==> config.mk <==
export PLATFORM = sky130hd
export DESIGN_NAME = mcf_cfg_regs
export DESIGN_NICKNAME = d
export VERILOG_FILES = /design/src/hw/rtl/mcf_pkg.sv /design/src/hw/rtl/mcf_cfg_regs.sv
export SDC_FILE = /design/constraint.sdc
export NUM_CORES = 1
export LEC_CHECK = 0
export BUFFER_PORTS_ARGS = -buffer_cell sky130_fd_sc_hd__buf_2
export CELL_PAD_IN_SITES_DETAIL_PLACEMENT = 0
export CELL_PAD_IN_SITES_GLOBAL_PLACEMENT = 1
export CORE_ASPECT_RATIO = 0.6
export CORE_UTILIZATION = 32
export DETAILED_ROUTE_END_ITERATION = 6
export MAX_ROUTING_LAYER = met4
export PLACE_DENSITY = 0.9
export RECOVER_POWER = 50
export SYNTH_ARGS = -nofsm -noshare
export SYNTH_HDL_FRONTEND = slang
export SYNTH_SLANG_ARGS = --single-unit
==> constraint.sdc <==
create_clock -name aclk -period 1.9 [get_ports aclk]
set_clock_uncertainty 0.15 [all_clocks]
set_input_delay 0.38 -clock aclk [delete_from_list [all_inputs] [get_ports aclk]]
set_output_delay 0.38 -clock aclk [all_outputs]
set_load 0.005 [all_outputs]
==> src/hw/rtl/mcf_pkg.sv <==
// shared types and constants of the mask correlation filter
package mcf_pkg;

    localparam int REQ_W      = 2;
    localparam int IDX_W      = 7;
    localparam int COEF_W     = 20;
    localparam int PIX_W      = 8;
    localparam int S_TDATA_W  = 56;
    localparam int M_TDATA_W  = 24;
    localparam int APB_DATA_W = 32;
    localparam int APB_ADDR_W = 5;
    localparam int PIX_MAX    = 255;

    localparam logic [REQ_W-1:0] REQ_LOAD  = 2'd0;
    localparam logic [REQ_W-1:0] REQ_PIXEL = 2'd1;
    localparam logic [REQ_W-1:0] REQ_FLUSH = 2'd2;

    localparam logic [2:0] REG_MASK_ROWS     = 3'd0;
    localparam logic [2:0] REG_MASK_COLS     = 3'd1;
    localparam logic [2:0] REG_PIVOT_ROW     = 3'd2;
    localparam logic [2:0] REG_PIVOT_COL     = 3'd3;
    localparam logic [2:0] REG_RESULT_OFFSET = 3'd4;
    localparam logic [2:0] REG_NEGATIVE_MODE = 3'd5;
    localparam logic [2:0] REG_IMAGE_WIDTH   = 3'd6;
    localparam logic [2:0] REG_IMAGE_HEIGHT  = 3'd7;

    typedef struct packed {
        logic [3:0]        mask_rows;
        logic [3:0]        mask_cols;
        logic [3:0]        pivot_row;
        logic [3:0]        pivot_col;
        logic signed [8:0] result_offset;
        logic              negative_mode;
        logic [10:0]       image_width;
        logic [10:0]       image_height;
    } cfg_t;

    typedef struct packed {
        logic accept;
        logic load;
        logic store;
        logic frame_reset;
        logic div_start;
        logic div_step;
        logic setup;
        logic tap_issue;
        logic emit;
    } cmd_t;

    typedef struct packed {
        logic [REQ_W-1:0] req;
        logic             full;
        logic             pending;
        logic             px_ready;
        logic             div_last;
        logic             tap_last;
        logic             out_free;
    } sts_t;

endpackage

==> src/hw/rtl/mcf_cfg_regs.sv <==
// configuration register bank behind the apb port
module mcf_cfg_regs (
    input  logic                             aclk,
    input  logic                             aresetn,
    input  logic                             psel,
    input  logic                             penable,
    input  logic                             pwrite,
    input  logic [mcf_pkg::APB_ADDR_W-1:0]   paddr,
    input  logic [mcf_pkg::APB_DATA_W-1:0]   pwdata,
    output logic [mcf_pkg::APB_DATA_W-1:0]   prdata,
    output logic                             pready,
    output mcf_pkg::cfg_t                    cfg
);
    import mcf_pkg::*;

    cfg_t       cfg_reg;
    logic [2:0] reg_idx;
    logic       wr_en;

    assign reg_idx = paddr[APB_ADDR_W-1:2];
    assign wr_en   = psel && penable && pwrite && pready;
    assign pready  = 1'b1;
    assign cfg     = cfg_reg;

    always_ff @(posedge aclk) begin
        if (!aresetn) begin
            cfg_reg.mask_rows     <= 4'd3;
            cfg_reg.mask_cols     <= 4'd3;
            cfg_reg.pivot_row     <= 4'd1;
            cfg_reg.pivot_col     <= 4'd1;
            cfg_reg.result_offset <= 9'sd0;
            cfg_reg.negative_mode <= 1'b0;
            cfg_reg.image_width   <= 11'd1024;
            cfg_reg.image_height  <= 11'd1024;
        end else if (wr_en) begin
            unique case (reg_idx)
                REG_MASK_ROWS:     cfg_reg.mask_rows     <= pwdata[3:0];
                REG_MASK_COLS:     cfg_reg.mask_cols     <= pwdata[3:0];
                REG_PIVOT_ROW:     cfg_reg.pivot_row     <= pwdata[3:0];
                REG_PIVOT_COL:     cfg_reg.pivot_col     <= pwdata[3:0];
                REG_RESULT_OFFSET: cfg_reg.result_offset <= $signed(pwdata[8:0]);
                REG_NEGATIVE_MODE: cfg_reg.negative_mode <= pwdata[0];
                REG_IMAGE_WIDTH:   cfg_reg.image_width   <= pwdata[10:0];
                REG_IMAGE_HEIGHT:  cfg_reg.image_height  <= pwdata[10:0];
                default: ;
            endcase
        end
    end

    always_comb begin
        unique case (reg_idx)
            REG_MASK_ROWS:     prdata = {28'b0, cfg_reg.mask_rows};
            REG_MASK_COLS:     prdata = {28'b0, cfg_reg.mask_cols};
            REG_PIVOT_ROW:     prdata = {28'b0, cfg_reg.pivot_row};
            REG_PIVOT_COL:     prdata = {28'b0, cfg_reg.pivot_col};
            REG_RESULT_OFFSET: prdata = {23'b0, cfg_reg.result_offset};
            REG_NEGATIVE_MODE: prdata = {31'b0, cfg_reg.negative_mode};
            REG_IMAGE_WIDTH:   prdata = {21'b0, cfg_reg.image_width};
            REG_IMAGE_HEIGHT:  prdata = {21'b0, cfg_reg.image_height};
            default:           prdata = '0;
        endcase
    end

endmodule

==> results of run 1 <==
==> per-stage QoR <==
step / TNS (ps) / cell area (um^2) / power [mW] / setup WS, ps
after CTS: -14.9 / 3010 / 2.24 / -14.9
after global placement: -114 / 2840 / 1.24 / -64.6
after detailed placement: -221 / 2840 / 1.25 / -81.0
final: 0 / 3030 / 2.22 / 15.3
after floorplan: 0 / 2410 / 1.18 / 138
after global routing: -68.3 / 3030 / 2.30 / -28.2
==> path summary, 6_finish.rpt <==
kind / startpoint / to / slack [ps] / cells after the start
hold / removal: pwdata[10] / cfg[21] / 180 / 3
setup / recovery: paddr[4] / prdata[2] / 20 / 4
hold reg to reg: cfg[18] / cfg[18] / 320 / 2
setup reg to reg: cfg[10] / cfg[10] / 1100 / 2
==> power by group through the flow <==
stage          clock network (mW)  registers [mW]  logic (mW)
2_1_floorplan                   0            1.04       0.139
3_3_place_gp                    0            1.04       0.201
3_5_place_dp                    0            1.04       0.203
4_1_cts                      1.01            1.02       0.207
5_1_grt                      1.05            1.02       0.237
6_report                    0.983            1.02       0.217
==> routing by layer <==
| layer | wire [um] | GRT usage (%) |
|---|---|---|
| met2 | 2600 | 25.7 |
| met1 | 3190 | 23.5 |
| met3 | 368 | 3.63 |
| met4 | 12 | 3.00 |
| met5 | 0 | - |
==> critical path, cell delays in order <==
cell and delay (ps):
buf_2 140, or3_4 430, o221a_2 280, buf_2 120
==> placed cells by master, fill, tap and decap left out, types with 2 or more instances in the layout <==
| master | synthesis | layout |
|---|---|---|
| dfxtp_1 | 48 | 48 |
| nand2b_1 | 4 | 2 |
| mux2i_1 | 19 | 19 |
| nor2b_1 | 5 | 5 |
| o22a_1 | 3 | 3 |
| mux2_2 | 5 | 5 |
| nand2_1 | 22 | 22 |
| buf_6 | 2 | 4 |
| a21oi_1 | 2 | 2 |
| buf_2 | 7 | 47 |
| conb_1 | 2 | 22 |
| clkbuf_1 | 5 | 29 |
| buf_12 | 1 | 4 |
| or3_1 | 3 | 2 |
| or3b_1 | 2 | 2 |
| nand3_1 | 39 | 39 |
| o21ai_0 | 17 | 16 |
| a22oi_1 | 5 | 4 |
| buf_4 | 23 | 17 |
| nor2_1 | 6 | 5 |
| o21ai_2 | 9 | 9 |
| clkbuf_16 | 0 | 5 |
| nand2b_4 | 0 | 2 |
| o211ai_1 | 2 | 2 |
| o21ai_1 | 14 | 15 |
==> cell families after synthesis <==
| group | Yosys count | synth area share (%) |
|---|---|---|
| AOI/OAI and AO/OA | 59 | 16.1 |
| buffers and inverters | 45 | 12.7 |
| DFF | 48 | 41.1 |
| muxes | 24 | 10.5 |
| other | 2 | 0.321 |
| and+or+nand+nor | 87 | 19.3 |
==> cell usage after synthesis (6+ instances only) <==
library cell   n
buf_4         23
nor2_1         6
buf_2          7
o21ai_0       17
o21ai_2        9
dfxtp_1       48
mux2i_1       19
o21ai_1       14
nand2_1       22
nand3_1       39
==> layout make-up <==
class	count	area, um^2	area share, %
clock buffers	6	129	4.25
clock inverters	2	35.0	1.16
inverters	1	3.75	0.124
multi-input cells	192	1200	39.6
flip-flops and latches	48	961	31.7
well taps	87	109	3.59
repair buffers	100	593	19.6
==> what timing repair did <==
item	in CTS	in global routing
resized for setup	3	12
cloned	0	0
endpoints found under the setup margin	9	9
==> metrics, run 1 <==
status=finished, final reports clean; CP Data Required Time=1370 ps; post-CTS setup buffers=0; clock latency on the worst-skew pair=280 ps; leakage power total=1.32 nW; # diodes=0; critical path capture point type=output port; Synth Area per Inst=8.83 um^2; Period minus WS final=1880 ps; Die W=112 um; 1st-iter DRT viols=73; Flop pwr share=45.9%; Post-synth EDFFs=0; CTS Hold Buffers Added=0; Starting Density=34.0%; Slew Viols, Final=0; Placer Congestion=0.851; Vert. Die Dim=68.2 um; crit path max fanout=4; dpl cells=428; Fin. Hold Viols=0; TritonCTS Buffers=5; clock sink total=48; post-route insts no fill=436; number of routed nets with antenna violations=0; Port Buf Inserts=77; H-Tree Depth=2; NumNets Final=390; die area=7670 um^2; PD cells=732 nW/um^2; # fillers=706; fin util=44.1%; max reg flops=48; DRC=0; Logic pwr share=9.8%; post-synthesis sequential area ratio=41.1%; Post-synth ARST share=0%; period utilization=99.2%; Global Route Usage Sum=17.0%; share of cells above drive strength 1=29.8%; Synth warnings=0; CTS tree=done; initial antenna violation count=0; total grt overflow=0; Syn Std Cell Area=2340 um^2; Seq cells post-synth=48; share of the synthesized area in the top cell type=41.1%; Syn Inst Count=265; Root Buffer Master=clkbuf_16; fmax=531 MHz; hold crit path type=input port to flop; type of origin of the critical path=input port; ranking of synthesized cells by area=dfxtp_1 41%, nand3_1 8.3%, mux2i_1 8.1%; number of global-route vias before repair=1,901; Psw=491 uW; internal power=1.73 mW; WP data arrival=1350 ps; Vias/cell=4.78; Clk pwr share=44.3%; final wirelength=6160 um; first-pass GRT wire length=9630 um; largest net degree at the start of global routing=31; DRT Pass-1 Iters=4; Layout area overhead=29.6%; IO Count=123; WL/cell=14.1 um; dpl hpwl=4870 um; Netlist cell types=37; top_reg_cell synth=dfxtp_1; max_cap viols=0; clk slew on worst S/H paths=60 ps; leading area contributor after synthesis=dfxtp_1; Max VDD drop=489 uV; unrepaired setup endpoints after global routing=true; Setup violations, final=0; maximum clock path buffer count=2; core area=6880 um^2; Crit Path Class=input port to output port; switching power share of the total=22.1%; WHS=177 ps; DR vias=2,086; Std-Cell Rows=23
Power figures use the tool's default switching activity.
==> inputs of run 2 (changes only) <==
- CORE_MARGIN: unset -> 10
==> run 2 against run 1 <==
Total power decreased by 5.0%. Die area rose by 47%. Critical path depth unchanged. Count of clock-buffer cells in the layout fell by 1. Setup slack better by 1.4 ps. Via count rose by 0.62%. Clock power decreased by 11%. Critical path type unchanged. Critical endpoint unchanged.
==> metrics, run 2 (synthesis gave the netlist of run 1 again) <==
status=finished, final reports clean; Starting Density=32.6%; crit path max fanout=11; clock latency on the worst-skew pair=290 ps; Root Buffer Master=clkbuf_16; largest net degree at the start of global routing=22; critical path capture point type=output port; share of cells above drive strength 1=24.3%; Worst Setup SP=paddr[2]; IO Count=123; fin util=41.2%; maximum clock path buffer count=2; Layout area overhead=26.3%; worst path cell trace=buf_8 -> or3_4 -> o221a_2 -> buf_2; placed cell area=2820 um^2; CP Data Required Time=1370 ps; NumNets Final=391; DRC=0; max reg flops=48; Die W=130 um; Non-Filler Cell Area, Final=2960 um^2; Std-Cell Rows=24; die area=11,200 um^2; Psw=515 uW; hold crit path type=input port to flop; core area=7180 um^2; first-pass GRT wire length=11,400 um; initial antenna violation count=1; TritonCTS Buffers=5; Vias/cell=4.75; clock sink total=48; unrepaired setup endpoints after global routing=true; Logic pwr share=10.1%; type of origin of the critical path=input port; Global Route Usage Sum=13.2%; Setup violations, final=0; CTS Hold Buffers Added=0; WL/cell=16.6 um; total grt overflow=0; r2r worst-path depth=2; dpl cells=432; H-Tree Depth=2; Placer Congestion=0.860; max_cap viols=0; PD cells=713 nW/um^2; Vert. Die Dim=86.2 um; WP data arrival=1350 ps; Clk pwr share=41.6%; leakage power total=1.23 nW; number of global-route vias before repair=2,111; Port Buf Inserts=77; reg2reg end=cfg[21]; fmax=531 MHz; switching power share of the total=24.4%; final wirelength=7320 um; critical path's largest stage delay=430 ps; number of routed nets with antenna violations=0; post-route insts no fill=442; dpl hpwl=5910 um; period utilization=99.1%; commonest non-fill, non-tap cell in the layout=dfxtp_1; Fin. Hold Viols=0; DRT Pass-1 Iters=4; Max VDD drop=415 uV; DR vias=2,099; Slew Viols, Final=0; # fillers=755; most frequent cells in the layout=48 x dfxtp_1, 44 x clkbuf_1, 39 x nand3_1, 31 x buf_2; Crit Path Class=input port to output port; crit path max-delay cell type=or3_4; CTS tree=done; r2r setup slk=1090 ps; 1st-iter DRT viols=239; worst setup path endpoint=prdata[2]; internal power=1.59 mW; Flop pwr share=48.3%; Crit Reg-Reg Startpoint=cfg[21]; Period minus WS final=1880 ps; total power=2.11 mW; clk slew on worst S/H paths=70 ps
run 2: worst max-delay path, delay by kind of cell:
family	cells	cell delay (ps)
AND/OR/NAND/NOR	1	430
buffers and inverters	2	260
AO/OA/AOI/OAI	1	280
run 2: repair_timing:
item,CTS,global route
endpoints found under the setup margin,9,8
resized for setup,6,4
buffers inserted,0,1
pin swaps,1,0
hold endpoints to repair,0,0
run 2: per-stage QoR:
step,setup TNS [ps],hold slack (ps),worst slack [ps]
after global placement,-564,307,-97.8
final,0,177,16.7
after CTS,0,170,4.77
after detailed placement,-719,320,-117
after floorplan,0,316,138
after global routing,-25.8,191,-25.8
run 2: how the worst min path moves through the flow:
| stage | from | end | depth (start not counted) |
|---|---|---|---|
| after floorplan | cfg[20] | cfg[20] | 2 |
| after global placement | cfg[23] | cfg[23] | 2 |
| after detailed placement | cfg[37] | cfg[37] | 2 |
| after CTS | pwdata[10] | cfg[10] | 3 |
| after global routing | pwdata[10] | cfg[10] | 3 |
| final | pwdata[10] | cfg[10] | 3 |
run 2: per-layer routing:
metal | track usage (%) | share of wire [%] | vias to the layer above
li1 | - | - | 1059
met1 | 17.2 | 46 | 964
met2 | 19.3 | 43 | 74
met3 | 5.00 | 10 | 2
met4 | 2.01 | 0.20 | 0
met5 | - | 0 | -
run 2: layout make-up:
class                           instances  area (um^2)  area share, %
Clock buffer                            5          125           4.23
Inverter                                1         3.75          0.127
Timing Repair Buffer                  101          561           19.0
Antenna cell                            1         2.50         0.0847
Sequential cell                        48          961           32.5
Clock inverter                          3         23.8          0.804
Tap cell                               91          114           3.85
Multi-Input combinational cell        192         1160           39.4
run 2: power groups by stage:
stage	Sequential [mW]	Combinational [mW]	Clock, mW
global route	1.02	0.234	0.945
finish	1.02	0.213	0.876
CTS	1.02	0.209	0.903
global placement	1.04	0.201	0
detailed placement	1.04	0.204	0
floorplan	1.04	0.139	0
==> inputs of run 3 (changes only) <==
- ABC_CLOCK_PERIOD_IN_PS: unset -> 1900
- GPL_TIMING_DRIVEN: unset -> 0
- SETUP_SLACK_MARGIN: unset -> 0.5
==> run 3 against run 2 <==
The run now ends with setup timing left. Non-clock buffer count increased by 41. Total power increased by 2.6%. Combinational power increased by 43%. Register-to-register slack about the same. Setup slack got worse by 72 ps. First-iteration DRC count decreased by 24%. Die area unchanged. Largest power group unchanged.
==> metrics, run 3 (synthesis gave the netlist of run 1 again) <==
status=finished, violations left; failing checks=setup timing; r2r setup slk=1090 ps; post-route insts no fill=481; dpl cells=452; Setup violations, final=4; critical path capture point type=output port; placed cell area=3060 um^2; DRT Pass-1 Iters=4; die area=11,200 um^2; WHS=177 ps; hold path cells=3; CTS Hold Buffers Added=0; TritonCTS Buffers=5; DRC=0; 1st-iter DRT viols=182; delay-heaviest family, CP=simple AND/OR/NAND/NOR gates; WL/cell=18.5 um; final setup margin=-54.9 ps; HP Start=pwdata[10]; worst path cell trace=buf_8 -> buf_12 -> or3_4 -> o221a_4 -> buf_6; H-Tree Depth=2; critical path's largest stage delay=420 ps; GR Layer Usage met2=23.3%; commonest non-fill, non-tap cell in the layout=dfxtp_1; Starting Density=32.6%; fmax=512 MHz; crit path max fanout=8; Layout area overhead=53.2%; leakage power total=1.53 nW; Max VDD drop=378 uV; clock sink total=48; crit path max-delay cell type=or3_4; Placer Congestion=0.846; initial antenna violation count=0; max reg flops=48; clock latency on the worst-skew pair=280 ps; largest net degree at the start of global routing=14; met3 usage=4.76%; Slew Viols, Final=0; clk slew on worst S/H paths=60 ps; r2r worst-path depth=2; number of global-route vias before repair=2,408; PD cells=603 nW/um^2; period utilization=103%; type of origin of the critical path=input port; Crit Path Class=input port to output port; Vias/cell=4.94; Period minus WS final=1950 ps; final wirelength=8890 um; Std-Cell Rows=24; WHS Endpoint=cfg[21]; number of routed nets with antenna violations=0; dpl hpwl=6280 um; Port Buf Inserts=76; reg2reg end=cfg[40]; share of cells above drive strength 1=38.5%; Crit Reg-Reg Startpoint=cfg[40]; DR vias=2,375; Buf+Inv Stages, Crit Path=3; Die W=130 um; max_cap viols=0; most frequent cells in the layout=48 x dfxtp_1, 44 x clkbuf_1, 31 x buf_2, 31 x buf_4; Root Buffer Master=clkbuf_16; NumNets Final=432; total grt overflow=0; Setup TNS=-103 ps; hold crit path type=input port to flop; # diodes=0; pre-CTS WS=-260 ps; Rel. slew slack=51.9%; unrepaired setup endpoints after global routing=true; IO Count=123; Fin. Hold Viols=0; CTS tree=done; Global Route Usage Sum=15.6%; routing usage on met1=20.6%; maximum clock path buffer count=2; WP data arrival=1420 ps; CP Data Required Time=1370 ps; Vert. Die Dim=86.2 um; core area=7180 um^2; Non-Filler Cell Area, Final=3580 um^2; first-pass GRT wire length=13,400 um; most used routing layer in global routing=met2; worst slew pin tran=722 ps
==> run 3: changes by cell type in the layout (fill, tap and decap cells not counted), sizes merged <==
cell | previous run | this run
clkinvlp | 2 | 0
buf | 56 | 95
clkbuf | 50 | 53
diode | 1 | 0
==> run 3: how the worst max path moves through the flow <==
stage	start	to	slack, ps	cells after the start
finish	paddr[2]	prdata[2]	-50	5
global route	paddr[2]	prdata[2]	-70	5
CTS	paddr[2]	prdata[2]	-70	5
detailed placement	paddr[2]	prdata[1]	-260	7
global placement	paddr[2]	prdata[1]	-260	7
floorplan	paddr[2]	prdata[2]	220	3
==> run 3: worst min-delay path, stage by stage <==
cell and delay (ps):
buf_2 80, mux2i_1 60, nand2_1 60
==> run 3: timing repair <==
action,in CTS,in global routing
endpoints found under the setup margin,44,55
gates cloned,3,0
endpoints found under the hold margin,0,0
pin swaps,8,7
resized for setup,52,21
setup buffers,16,3
==> run 3: cell type report <==
cell class                 instances  area (um^2)
buffer                            44          405
clock buffer                       6          129
clock inverter                     1         5.00
fill                             651         3590
inverter                           1         3.75
multi-input combinational        192         1340
sequential                        48          961
tap                               91          114
timing repair buffer              98          623
==> run 3: power breakdown <==
part | switching, mW | internal, mW
registers | 0.00709 | 1.01
clock network | 0.360 | 0.479
logic | 0.154 | 0.149
==> run 3: through the flow <==
| step | util (%) | total power, mW |
|---|---|---|
| after floorplan | - | 1.20 |
| after global placement | 42.6 | 1.27 |
| after detailed placement | 42.6 | 1.28 |
| after CTS | 50.2 | 2.16 |
| after global routing | 49.9 | 2.24 |
| final | 49.9 | 2.16 |
==> run 3: metal layers <==
metal  wire length, um  vias to the layer above
met5                 0                        -
met4                80                        0
met3               709                       11
met2              3960                      105
met1              4130                     1116
li1                  -                     1143
