==> src/hw/rtl/mcf_pkg.sv <==
// shared types and constants of the mask correlation filter
package mcf_pkg;

    localparam int REQ_W      = 2;
    localparam int IDX_W      = 7;
    localparam int COEF_W     = 20;
    localparam int PIX_W      = 8;
    localparam int S_TDATA_W  = 56;
    localparam int M_TDATA_W  = 24;
    localparam int APB_DATA_W = 32;
    localparam int APB_ADDR_W = 5;
    localparam int PIX_MAX    = 255;

    localparam logic [REQ_W-1:0] REQ_LOAD  = 2'd0;
    localparam logic [REQ_W-1:0] REQ_PIXEL = 2'd1;
    localparam logic [REQ_W-1:0] REQ_FLUSH = 2'd2;

    localparam logic [2:0] REG_MASK_ROWS     = 3'd0;
    localparam logic [2:0] REG_MASK_COLS     = 3'd1;
    localparam logic [2:0] REG_PIVOT_ROW     = 3'd2;
    localparam logic [2:0] REG_PIVOT_COL     = 3'd3;
    localparam logic [2:0] REG_RESULT_OFFSET = 3'd4;
    localparam logic [2:0] REG_NEGATIVE_MODE = 3'd5;
    localparam logic [2:0] REG_IMAGE_WIDTH   = 3'd6;
    localparam logic [2:0] REG_IMAGE_HEIGHT  = 3'd7;

    typedef struct packed {
        logic [3:0]        mask_rows;
        logic [3:0]        mask_cols;
        logic [3:0]        pivot_row;
        logic [3:0]        pivot_col;
        logic signed [8:0] result_offset;
        logic              negative_mode;
        logic [10:0]       image_width;
        logic [10:0]       image_height;
    } cfg_t;

    typedef struct packed {
        logic accept;
        logic load;
        logic store;
        logic frame_reset;
        logic div_start;
        logic div_step;
        logic setup;
        logic tap_issue;
        logic emit;
    } cmd_t;

    typedef struct packed {
        logic [REQ_W-1:0] req;
        logic             full;
        logic             pending;
        logic             px_ready;
        logic             div_last;
        logic             tap_last;
        logic             out_free;
    } sts_t;

endpackage

==> src/hw/rtl/mcf_ctrl.sv <==
// controller state machine sequencing requests through the datapath
module mcf_ctrl (
    input  logic          aclk,
    input  logic          aresetn,
    input  logic          s_tvalid,
    output logic          s_tready,
    input  mcf_pkg::sts_t sts,
    output mcf_pkg::cmd_t cmd
);
    import mcf_pkg::*;

    localparam logic [3:0] S_IDLE   = 4'd0;
    localparam logic [3:0] S_DECIDE = 4'd1;
    localparam logic [3:0] S_CHECK  = 4'd2;
    localparam logic [3:0] S_DIV    = 4'd3;
    localparam logic [3:0] S_SETUP  = 4'd4;
    localparam logic [3:0] S_TAP    = 4'd5;
    localparam logic [3:0] S_DRAIN1 = 4'd6;
    localparam logic [3:0] S_DRAIN2 = 4'd7;
    localparam logic [3:0] S_FINISH = 4'd8;

    logic [3:0] state_reg;
    logic [3:0] state_next;

    assign s_tready = (state_reg == S_IDLE);

    always_comb begin
        state_next = state_reg;
        cmd        = '0;
        unique case (state_reg)
            S_IDLE: begin
                if (s_tvalid) begin
                    cmd.accept = 1'b1;
                    state_next = S_DECIDE;
                end
            end
            S_DECIDE: begin
                state_next = S_IDLE;
                case (sts.req)
                    REQ_LOAD: cmd.load = 1'b1;
                    REQ_PIXEL: begin
                        if (!sts.full) begin
                            cmd.store  = 1'b1;
                            state_next = S_CHECK;
                        end
                    end
                    REQ_FLUSH: begin
                        if (sts.full && !sts.pending) begin
                            cmd.frame_reset = 1'b1;
                        end else if (sts.full) begin
                            cmd.div_start = 1'b1;
                            state_next    = S_DIV;
                        end
                    end
                    default: ;
                endcase
            end
            S_CHECK: begin
                if (sts.pending && sts.px_ready) begin
                    cmd.div_start = 1'b1;
                    state_next    = S_DIV;
                end else begin
                    state_next = S_IDLE;
                end
            end
            S_DIV: begin
                cmd.div_step = 1'b1;
                if (sts.div_last) begin
                    state_next = S_SETUP;
                end
            end
            S_SETUP: begin
                cmd.setup  = 1'b1;
                state_next = S_TAP;
            end
            S_TAP: begin
                cmd.tap_issue = 1'b1;
                if (sts.tap_last) begin
                    state_next = S_DRAIN1;
                end
            end
            S_DRAIN1: state_next = S_DRAIN2;
            S_DRAIN2: state_next = S_FINISH;
            S_FINISH: begin
                if (sts.out_free) begin
                    cmd.emit   = 1'b1;
                    state_next = S_IDLE;
                end
            end
            default: state_next = S_IDLE;
        endcase
    end

    always_ff @(posedge aclk) begin
        if (!aresetn) begin
            state_reg <= S_IDLE;
        end else begin
            state_reg <= state_next;
        end
    end

    a_accept_decide: assert property (@(posedge aclk) disable iff (!aresetn)
        s_tvalid && s_tready |=> state_reg == S_DECIDE)
        else $error("request accepted but not decoded next cycle");

    a_setup_after_div: assert property (@(posedge aclk) disable iff (!aresetn)
        state_reg == S_SETUP |-> $past(state_reg) == S_DIV && $past(sts.div_last))
        else $error("tap setup entered before the divider finished");

    a_tap_exit: assert property (@(posedge aclk) disable iff (!aresetn)
        state_reg == S_TAP && !sts.tap_last |=> state_reg == S_TAP)
        else $error("tap loop left early");

    a_drain_finish: assert property (@(posedge aclk) disable iff (!aresetn)
        state_reg == S_DRAIN1 |=> ##1 state_reg == S_FINISH)
        else $error("accumulator drain length wrong");

endmodule

==> config.mk <==
export PLATFORM = sky130hd
export DESIGN_NAME = mcf_ctrl
export DESIGN_NICKNAME = d
export VERILOG_FILES = /design/src/hw/rtl/mcf_pkg.sv /design/src/hw/rtl/mcf_ctrl.sv
export SDC_FILE = /design/constraint.sdc
export NUM_CORES = 1
export LEC_CHECK = 0
export ABC_AREA = 1
export BUFFER_PORTS_ARGS = -buffer_cell sky130_fd_sc_hd__buf_2
export CORE_AREA = 4 4 41 43
export DETAILED_ROUTE_END_ITERATION = 6
export DIE_AREA = 0 0 45 47
export SETUP_SLACK_MARGIN = 0.2
export SYNTH_ARGS = -nofsm -noshare
export SYNTH_HDL_FRONTEND = slang
export SYNTH_SLANG_ARGS = --single-unit
==> constraint.sdc <==
create_clock -name aclk -period 1.1 [get_ports aclk]
set_input_delay 0.055 -clock aclk [delete_from_list [all_inputs] [get_ports aclk]]
set_output_delay 0.055 -clock aclk [all_outputs]
set_load 0.005 [all_outputs]
==> flow_metrics.env, run 1 <==
export IMPL_crit_arrival_ns=1.18
export IMPL_cts_sinks=4
export IMPL_worst_slew_pin_slew_ns=0.1948
export IMPL_outcome="complete, but fails checks"
export IMPL_grt_setup_unrepaired="true"
export IMPL_max_freq_mhz=808.6
export IMPL_switchingPower_mw=0.1373
export IMPL_skew_ns=0.00009573
export IMPL_vdd_drop_max_mv=0.4298
export IMPL_clock_path_buffers=2
export IMPL_syn_area_um2=439.2
export IMPL_powerDensity_nw_per_um2=627.2
export IMPL_coreArea_um2=1301
export IMPL_p_leak_nw=0.4412
export IMPL_first_iter_violations=5
export IMPL_n_antenna_cell=0
export IMPL_die_h_um=47
export IMPL_drive_gt1_share_pct=53.91
export IMPL_cap_violations=0
export IMPL_final_common_cell="buf_2"
export IMPL_post_route_min_period_ns=1.237
export IMPL_syn2layout_area_growth_pct=69.52
export IMPL_tns_ns=-0.9165
export IMPL_hold_class="in -> reg"
export IMPL_hold_viol=0
export IMPL_combPwrFrac_pct=28.2
export IMPL_port_buffers=20
export IMPL_grt_max_degree=7
export IMPL_cts_root_buf="clkbuf_4"
export IMPL_cts_htree_levels=1
export IMPL_finalSetupViolCount=12
export IMPL_final_area_um2=744.5
export IMPL_drc_errors=0
export IMPL_synth_cells=81
export IMPL_fin_ws_ns=-0.1367
export IMPL_antenna_found_initial=0
export IMPL_cts_tree="yes"
export IMPL_end_kind="primary output"
export IMPL_ant_nets=0
export IMPL_p_clk_share_pct=39.0
export IMPL_final_max_slew_viol_count=0
export IMPL_p_sw_share_pct=29.41
export IMPL_finalPower_mw=0.4669
export IMPL_maxSlewHeadroom_pct=86.91
export IMPL_mostFrequentLayoutCells="buf_2 (20), nand2_1 (14), inv_1 (12), nor2_1 (11), buf_4 (10)"
export IMPL_clk_latency_ns=0.24
export IMPL_wl_um=1262
export IMPL_violations="negative setup slack"
export IMPL_cts_buffers=3
export IMPL_fin_nets=131
export IMPL_grt_pass1_wl_um=2042
export IMPL_dpl_cell_area_um2=594.3
export IMPL_grt_pass1_vias=522
export IMPL_start_util_pct=33.75
export IMPL_synth_seq_cells=4
export IMPL_synth_net_count=95
export IMPL_die_area_um2=2115
export IMPL_place_gp_congestion=0.7647
export IMPL_die_x_um=45
export IMPL_clkTransAtPathRegs_ns=0.04
export IMPL_largest_register_ff_count=4
export IMPL_grt_overflow_total=0
export IMPL_synth_avg_cell_area_um2=5.422
export IMPL_post_route_period_util_pct=112.4
export IMPL_hpwl_um=956.2
export IMPL_required_ns=1.04
export IMPL_path_class="reg -> out"
export IMPL_io_pins=21
export IMPL_yosysSeqAreaShare_pct=18.23
export IMPL_vias=582
export IMPL_dr_pass1_iters=4
export IMPL_rows=13
export IMPL_viasPerCell=4.477
export IMPL_crit_fanout=4
export IMPL_ys_types=11
export IMPL_yosysWarningCount=0
export IMPL_grtUsageTotal_pct=13.34
export IMPL_routedWlPerCell_um=9.708
export IMPL_cts_hold_buf=0
export IMPL_startpoint_type="register"
export IMPL_seqPwrFrac_pct=32.8
export IMPL_p_int_mw=0.3296
## kinds of logic after synthesis
group / share of synthesized area (%)
flops: 18.23
fa+ha+maj: 8.548
simple gates: 50.71
compound gates: 4.559
buf+inv: 17.95
## stage by stage
stage               hold WS, ns  setup WS, ns  utilization [%]  std cells
floorplan                0.1340        0.1516                -         81
finish                  0.09940       -0.1367            57.21        130
CTS                     0.09715       -0.1349            54.42        128
global route             0.1212       -0.2067            57.21        130
global placement         0.3373       0.02434            45.67        117
detailed placement       0.3427       0.03970            45.67        117
## cell usage after synthesis (all sizes together)
master	number	area share, %
nor2	16	17
a21oi	4	4.6
nand3b	3	5.1
dfxtp	4	18
ha	3	8.5
nand2	20	17
inv	21	18
nor4	2	2.8
nand3	8	9.1
## metal layers
metal / wire length (um) / GRT usage (%)
met5: 0 / 0
met4: 23 / 7.018
met3: 71 / 1.149
met2: 622 / 23.45
met1: 545 / 16.10
## layout make-up
cell class / count / area, um2
Clock buffer: 3 / 22.52
Fill cell: 141 / 556.8
Inverter: 21 / 78.83
Multi-Input combinational cell: 56 / 336.6
Sequential cell: 4 / 92.59
Tap cell: 15 / 18.77
Timing Repair Buffer: 31 / 195.2
## path summary, 6_finish.rpt
path,from,to,slack (ns),depth (start not counted)
min,aresetn,state_reg[1],0.1,3
max,state_reg[3],cmd[5],-0.14,6
max reg2reg,state_reg[1],state_reg[2],-0.11,8
min reg2reg,state_reg[1],state_reg[3],0.64,3
## power groups by stage
| stage | Clock [mW] | Sequential, mW | Combinational (mW) |
|---|---|---|---|
| global route | 0.192 | 0.154 | 0.150 |
| floorplan | 0 | 0.156 | 0.0647 |
| finish | 0.182 | 0.153 | 0.132 |
| detailed placement | 0 | 0.157 | 0.107 |
| CTS | 0.189 | 0.153 | 0.129 |
| global placement | 0 | 0.157 | 0.106 |
## worst max-delay path, stage by stage (launching register included)
cell and delay [ns]:
dfxtp_2 0.33, inv_2 0.09, nand2_2 0.07, nor2_4 0.11, inv_2 0.06, nor4_2 0.12
buf_2 0.15
## what timing repair did
action,CTS,global route
pin swaps,2,5
setup endpoints to repair,13,14
hold endpoints to repair,0,0
buffers inserted,8,2
resized for setup,9,7
Power figures use the tool's default switching activity.
==> inputs of run 2 (changes only) <==
--- a/config.mk
+++ b/config.mk
@@ -7,9 +7,9 @@
 export LEC_CHECK = 0
 export ABC_AREA = 1
 export BUFFER_PORTS_ARGS = -buffer_cell sky130_fd_sc_hd__buf_2
-export CORE_AREA = 4 4 41 43
+export CORE_AREA = 10 10 47 49
 export DETAILED_ROUTE_END_ITERATION = 6
-export DIE_AREA = 0 0 45 47
+export DIE_AREA = 0 0 57 59
 export SETUP_SLACK_MARGIN = 0.2
 export SYNTH_ARGS = -nofsm -noshare
 export SYNTH_HDL_FRONTEND = slang
==> run 2 against run 1 <==
The run still ends with negative setup slack left; die area up 59%; register-to-register slack about the same; design area up 10%; via count up 1.5%; utilization up 1.4 points; count of clock-buffer cells in the layout unchanged.
==> flow_metrics.env, run 2 (same netlist as run 1, synthesis figures left out) <==
export IMPL_vias=591
export IMPL_path_class="reg -> out"
export IMPL_crit_end="cmd[5]"
export IMPL_required_ns=1.04
export IMPL_die_h_um=59
export IMPL_ant_nets=0
export IMPL_io_pins=21
export IMPL_tns_ns=-0.8274
export IMPL_drc_errors=0
export IMPL_grt_overflow_total=0
export IMPL_startpoint_type="register"
export IMPL_clock_path_buffers=2
export IMPL_drive_gt1_share_pct=56.30
export IMPL_crit_cells=6
export IMPL_num_fill_cells=130
export IMPL_crit_path_start="state_reg[1]"
export IMPL_fin_nets=135
export IMPL_slowest_stage="dfxtp_4"
export IMPL_viasPerCell=4.378
export IMPL_cts_sinks=4
export IMPL_r2r_slack_ns=-0.10
export IMPL_finalSetupViolCount=11
export IMPL_r2r_start="state_reg[1]"
export IMPL_hold_class="in -> reg"
export IMPL_maxSlewHeadroom_pct=86.74
export IMPL_grt_setup_unrepaired="true"
export IMPL_skew_ns=0.0004816
export IMPL_clk_latency_ns=0.23
export IMPL_die_area_um2=3363
export IMPL_largest_register_ff_count=4
export IMPL_dpl_cell_area_um2=595.6
export IMPL_cts_root_buf="clkbuf_4"
export IMPL_die_x_um=57
export IMPL_mostFrequentLayoutCells="buf_2 (19), inv_1 (13), nand2_1 (12), nor2_1 (11), buf_4 (9)"
export IMPL_first_iter_violations=10
export IMPL_grt_max_degree=7
export IMPL_critPathMaxStageDelay_ns=0.35
export IMPL_start_util_pct=31.34
export IMPL_grt_pass1_wl_um=2270
export IMPL_reg2reg_depth=8
export IMPL_worst_slew_pin_slew_ns=0.1973
export IMPL_cts_htree_levels=1
export IMPL_p_leak_nw=0.4947
export IMPL_vdd_drop_max_mv=0.6749
export IMPL_routedWlPerCell_um=10.72
export IMPL_max_freq_mhz=824.6
export IMPL_end_kind="primary output"
export IMPL_clkTransAtPathRegs_ns=0.03
export IMPL_cts_tree="yes"
export IMPL_dr_pass1_iters=4
export IMPL_n_antenna_cell=0
export IMPL_cap_violations=0
export IMPL_post_route_min_period_ns=1.213
export IMPL_crit_family="flip-flops"
export IMPL_post_route_period_util_pct=110.2
export IMPL_powerDensity_nw_per_um2=567.2
export IMPL_final_common_cell="buf_2"
export IMPL_crit_buf_inv=3
export IMPL_port_buffers=20
export IMPL_place_gp_congestion=0.7925
export IMPL_cts_buffers=3
export IMPL_grt_pass1_vias=556
export IMPL_critPathMostFrequentCell="inv_2"
export IMPL_final_area_um2=822.0
export IMPL_grtUsageTotal_pct=7.882
export IMPL_outcome="complete, but fails checks"
export IMPL_rows=14
export IMPL_syn2layout_area_growth_pct=87.18
export IMPL_final_max_slew_viol_count=0
export IMPL_multi_input_area_um2=359.1
export IMPL_finalCoreUtilization_pct=58.66
export IMPL_crit_fanout=3
export IMPL_path_cells="inv_2, nand2_2, nor2_4, inv_2, nor4_4, buf_2"
export IMPL_seqCellArea_um2=95.09
export IMPL_crit_arrival_ns=1.16
export IMPL_antenna_found_initial=0
export IMPL_coreArea_um2=1401
export IMPL_fin_ws_ns=-0.1126
export IMPL_hold_viol=0
export IMPL_r2r_end="state_reg[1]"
export IMPL_hpwl_um=1055
export IMPL_violations="negative setup slack"
export IMPL_wl_um=1447
==> run 2: cell types whose count changed in the layout (fill, tap and decap cells not counted), moves of 2 or more <==
cell	before	now
buf_6	0	7
inv_2	9	6
inv_4	0	2
nand2_1	14	12
nand2_4	0	2
==> run 2: worst min-delay path by stage <==
stage / from / endpoint / slack, ns / cells after the start
finish: aresetn / state_reg[3] / 0.11 / 3
CTS: aresetn / state_reg[2] / 0.09 / 3
global route: aresetn / state_reg[1] / 0.13 / 3
detailed placement: aresetn / state_reg[2] / 0.34 / 3
global placement: aresetn / state_reg[2] / 0.34 / 3
floorplan: sts[4] / cmd[5] / 0.13 / 1
==> run 2: metal layers <==
layer	part of all wire, %	global-route usage [%]
met4	0	3.020
met2	48	13.64
met3	4.6	2.146
met1	47	8.961
met5	0	0
==> run 2: worst reg2reg max path: stages (launching register included) <==
cell,delay (ns)
dfxtp_4,0.35
buf_4,0.14
nand2_2,0.07
inv_2,0.05
nand3b_1,0.09
nand2_1,0.08
nor2_2,0.15
nand2_1,0.08
a21oi_2,0.11
==> run 2: metrics by stage <==
stage / total power, mW / cells / hold slack (ns) / worst slack [ns]
after floorplan: 0.2207 / 81 / 0.1340 / 0.1516
after global routing: 0.5038 / 135 / 0.1265 / -0.1990
after detailed placement: 0.2643 / 118 / 0.3357 / 0.03431
after CTS: 0.4625 / 130 / 0.09352 / -0.1151
final: 0.4663 / 135 / 0.1112 / -0.1126
after global placement: 0.2650 / 118 / 0.3401 / 0.008499
==> run 2: where the power goes <==
| group | internal [mW] | switching, mW |
|---|---|---|
| registers | 0.143 | 0.00778 |
| logic | 0.0660 | 0.0775 |
| clock network | 0.121 | 0.0508 |
==> run 2: cell type report <==
type,count,share of cell area [%]
Multi-Input combinational cell,56,43.68
Timing Repair Buffer,35,29.38
Sequential cell,4,11.57
Inverter,21,10.20
Clock buffer,3,2.740
Tap cell,16,2.435
==> run 2: what timing repair did <==
action / CTS / global route
setup buffers: 9 / 5
hold buffers: 0 / 0
resized for setup: 14 / 16
endpoints found under the setup margin: 13 / 14
pin swaps: 7 / 6
==> inputs of run 3 (changes only) <==
--- a/config.mk
+++ b/config.mk
@@ -5,12 +5,12 @@
 export SDC_FILE = /design/constraint.sdc
 export NUM_CORES = 1
 export LEC_CHECK = 0
-export ABC_AREA = 1
 export BUFFER_PORTS_ARGS = -buffer_cell sky130_fd_sc_hd__buf_2
 export CORE_AREA = 10 10 47 49
 export DETAILED_ROUTE_END_ITERATION = 6
 export DIE_AREA = 0 0 57 59
 export SETUP_SLACK_MARGIN = 0.2
+export SKIP_LAST_GASP = 1
 export SYNTH_ARGS = -nofsm -noshare
 export SYNTH_HDL_FRONTEND = slang
 export SYNTH_SLANG_ARGS = --single-unit
==> run 3 against run 2 <==
Cell count decreased by 19%; sequential cell count unchanged; power increased by 7.7%; the flow still finishes with violations (negative setup slack); count of clock-buffer cells in the layout unchanged; via count decreased by 7.8%.
==> flow_metrics.env, run 3 <==
export IMPL_fin_ws_ns=-0.3744
export IMPL_cts_buffers=3
export IMPL_seqCellArea_um2=92.59
export IMPL_crit_arrival_ns=1.42
export IMPL_multi_input_area_um2=419.2
export IMPL_syn_area_um2=434.2
export IMPL_outcome="complete, but fails checks"
export IMPL_skew_ns=0.001227
export IMPL_tns_ns=-2.912
export IMPL_grt_pass1_wl_um=2587
export IMPL_synth_avg_cell_area_um2=7.486
export IMPL_clk_latency_ns=0.23
export IMPL_hpwl_um=1084
export IMPL_hold_viol=0
export IMPL_clkTransAtPathRegs_ns=0.04
export IMPL_seqPwrFrac_pct=29.8
export IMPL_cap_violations=0
export IMPL_startpoint_type="register"
export IMPL_antenna_found_initial=0
export IMPL_violations="negative setup slack"
export IMPL_synth_flop_cell="dfxtp_1"
export IMPL_switchingPower_mw=0.1472
export IMPL_synth_seq_cells=4
export IMPL_finalPower_mw=0.5022
export IMPL_io_pins=21
export IMPL_wl_um=1517
export IMPL_fin_nets=109
export IMPL_cts_tree="yes"
export IMPL_crit_path_start="state_reg[2]"
export IMPL_die_area_um2=3363
export IMPL_r2r_start="state_reg[2]"
export IMPL_async_flop_share_pct=0
export IMPL_grtUsageTotal_pct=9.177
export IMPL_drive_gt1_share_pct=67.74
export IMPL_path_cells="nand2b_4, or4b_4, a21oi_2, buf_2"
export IMPL_num_fill_cells=138
export IMPL_synth_net_count=72
export IMPL_first_iter_violations=6
export IMPL_coreArea_um2=1401
export IMPL_cts_htree_levels=1
export IMPL_post_synth_top_count_cell="nor2_1"
export IMPL_post_route_period_util_pct=134.0
export IMPL_dr_pass1_iters=4
export IMPL_combPwrFrac_pct=33.2
export IMPL_drc_errors=0
export IMPL_vdd_drop_max_mv=0.5083
export IMPL_p_sw_share_pct=29.31
export IMPL_grt_setup_unrepaired="true"
export IMPL_reg2reg_depth=6
export IMPL_slowest_stage="or4b_4"
export IMPL_grt_max_degree=10
export IMPL_final_common_cell="buf_2"
export IMPL_hold_class="in -> reg"
export IMPL_grt_overflow_total=0
export IMPL_ys_types=28
export IMPL_yosysSeqAreaShare_pct=18.44
export IMPL_worst_slew_pin_slew_ns=0.2549
export IMPL_maxSlewHeadroom_pct=82.94
export IMPL_die_x_um=57
export IMPL_place_gp_congestion=0.7776
export IMPL_largest_register_ff_count=4
export IMPL_required_ns=1.04
export IMPL_yosysTopAreaCellShare_pct=18.44
export IMPL_max_freq_mhz=678.2
export IMPL_clock_path_buffers=2
export IMPL_port_buffers=20
export IMPL_synth_cells=58
export IMPL_syn2layout_area_growth_pct=90.20
export IMPL_p_clk_share_pct=37.0
export IMPL_cts_hold_buf=0
export IMPL_r2r_slack_ns=-0.23
export IMPL_synth_common_cells="nor2_1 (6), a21oi_1 (5), nand2_1 (5)"
export IMPL_post_route_min_period_ns=1.474
export IMPL_powerDensity_nw_per_um2=608.1
export IMPL_start_util_pct=30.98
export IMPL_ant_nets=0
export IMPL_r2r_end="state_reg[0]"
export IMPL_p_int_mw=0.3550
export IMPL_yosysWarningCount=0
export IMPL_crit_end="cmd[4]"
export IMPL_critPathMaxStageDelay_ns=0.48
export IMPL_crit_fanout=2
export IMPL_finalSetupViolCount=13
export IMPL_synth_area_leaders="dfxtp_1 (18%), ha_1 (8.6%), a21oi_1 (5.8%)"
export IMPL_synth_edf_count=0
export IMPL_cts_sinks=4
export IMPL_grt_pass1_vias=581
export IMPL_p_leak_nw=0.3687
export IMPL_die_h_um=59
export IMPL_routedWlPerCell_um=13.92
export IMPL_n_antenna_cell=0
export IMPL_final_max_slew_viol_count=0
export IMPL_end_kind="primary output"
export IMPL_rows=14
export IMPL_viasPerCell=5.000
export IMPL_cts_root_buf="clkbuf_4"
export IMPL_vias=545
export IMPL_path_class="reg -> out"
export IMPL_mostFrequentLayoutCells="buf_2 (19), buf_6 (9), buf_4 (6), nand2_1 (5)"
export IMPL_synth_top_cell_by_area="dfxtp_1"
run 3: cell types whose count changed in the layout (fill, tap and decap cells not counted), moves of 3 or more:
cell / delta
buf_4: -3
nand3_1: -7
nand2_1: -7
nor2_1: -8
nand2b_4: +3
nand2_2: -6
inv_2: -6
inv_1: -9
run 3: metrics by stage:
step           hold WS (ns)  cell area, um2  setup WS, ns  cells  utilization (%)
4_1_cts              0.1028           777.0       -0.3782    106            55.45
2_1_floorplan        0.1320           462.9       -0.1199     58                -
3_5_place_dp         0.3144           615.6       -0.1870     99            43.93
6_report             0.1182           825.8       -0.3744    109            58.93
3_3_place_gp         0.3134           615.6       -0.1629     99            43.93
5_1_grt              0.1345           825.8       -0.4213    109            58.93
run 3: cell type report:
class / count / area share, %
Timing Repair Buffer: 35 / 31.06
Clock buffer: 3 / 2.727
Tap cell: 16 / 2.424
Sequential cell: 4 / 11.21
Inverter: 4 / 1.818
Multi-Input combinational cell: 47 / 50.76
run 3: how the worst min path moves through the flow:
| stage | cells after the start | start | to | slack (ns) |
|---|---|---|---|---|
| 6_report | 2 | aresetn | state_reg[3] | 0.12 |
| 3_5_place_dp | 2 | aresetn | state_reg[3] | 0.31 |
| 5_1_grt | 3 | sts[2] | state_reg[2] | 0.13 |
| 2_1_floorplan | 1 | sts[4] | cmd[5] | 0.13 |
| 3_3_place_gp | 2 | aresetn | state_reg[3] | 0.31 |
| 4_1_cts | 2 | aresetn | state_reg[3] | 0.10 |
run 3: power groups by stage:
stage | clock (mW) | combinational [mW] | sequential (mW)
2_1_floorplan | 0 | 0.0671 | 0.154
3_3_place_gp | 0 | 0.122 | 0.157
3_5_place_dp | 0 | 0.122 | 0.157
4_1_cts | 0.193 | 0.154 | 0.150
5_1_grt | 0.201 | 0.184 | 0.150
6_report | 0.186 | 0.167 | 0.150
run 3: logic make-up after synthesis:
| group | Yosys count | share of synthesized area (%) |
|---|---|---|
| AND/OR/NAND/NOR | 31 | 45.25 |
| AO/OA/AOI/OAI | 13 | 18.73 |
| buffers and inverters | 7 | 8.932 |
| flip-flops | 4 | 18.44 |
| adder cells (fa/ha/maj) | 3 | 8.646 |
run 3: critical path: cells and delay by family (launching register included):
| kind | cells | cell delay (ns) |
|---|---|---|
| DFF | 1 | 0.34 |
| and+or+nand+nor | 2 | 0.61 |
| AOI/OAI and AO/OA | 1 | 0.12 |
| buffers and inverters | 1 | 0.12 |
run 3: timing repair:
| action | 4_1_cts | 5_1_grt |
|---|---|---|
| setup endpoints to repair | 14 | 14 |
| pin swaps | 6 | 7 |
| gates resized for setup | 28 | 7 |
| hold endpoints to repair | 0 | 0 |
| buffers inserted | 4 | 3 |
run 3: layer usage:
metal  up-vias  global-route usage (%)  wire [um]
met2        19                   16.90        747
met1       250                   9.785        671
li1        276                       -          -
met5         -                       0          0
met4         0                   1.342          0
met3         0                   3.648         98
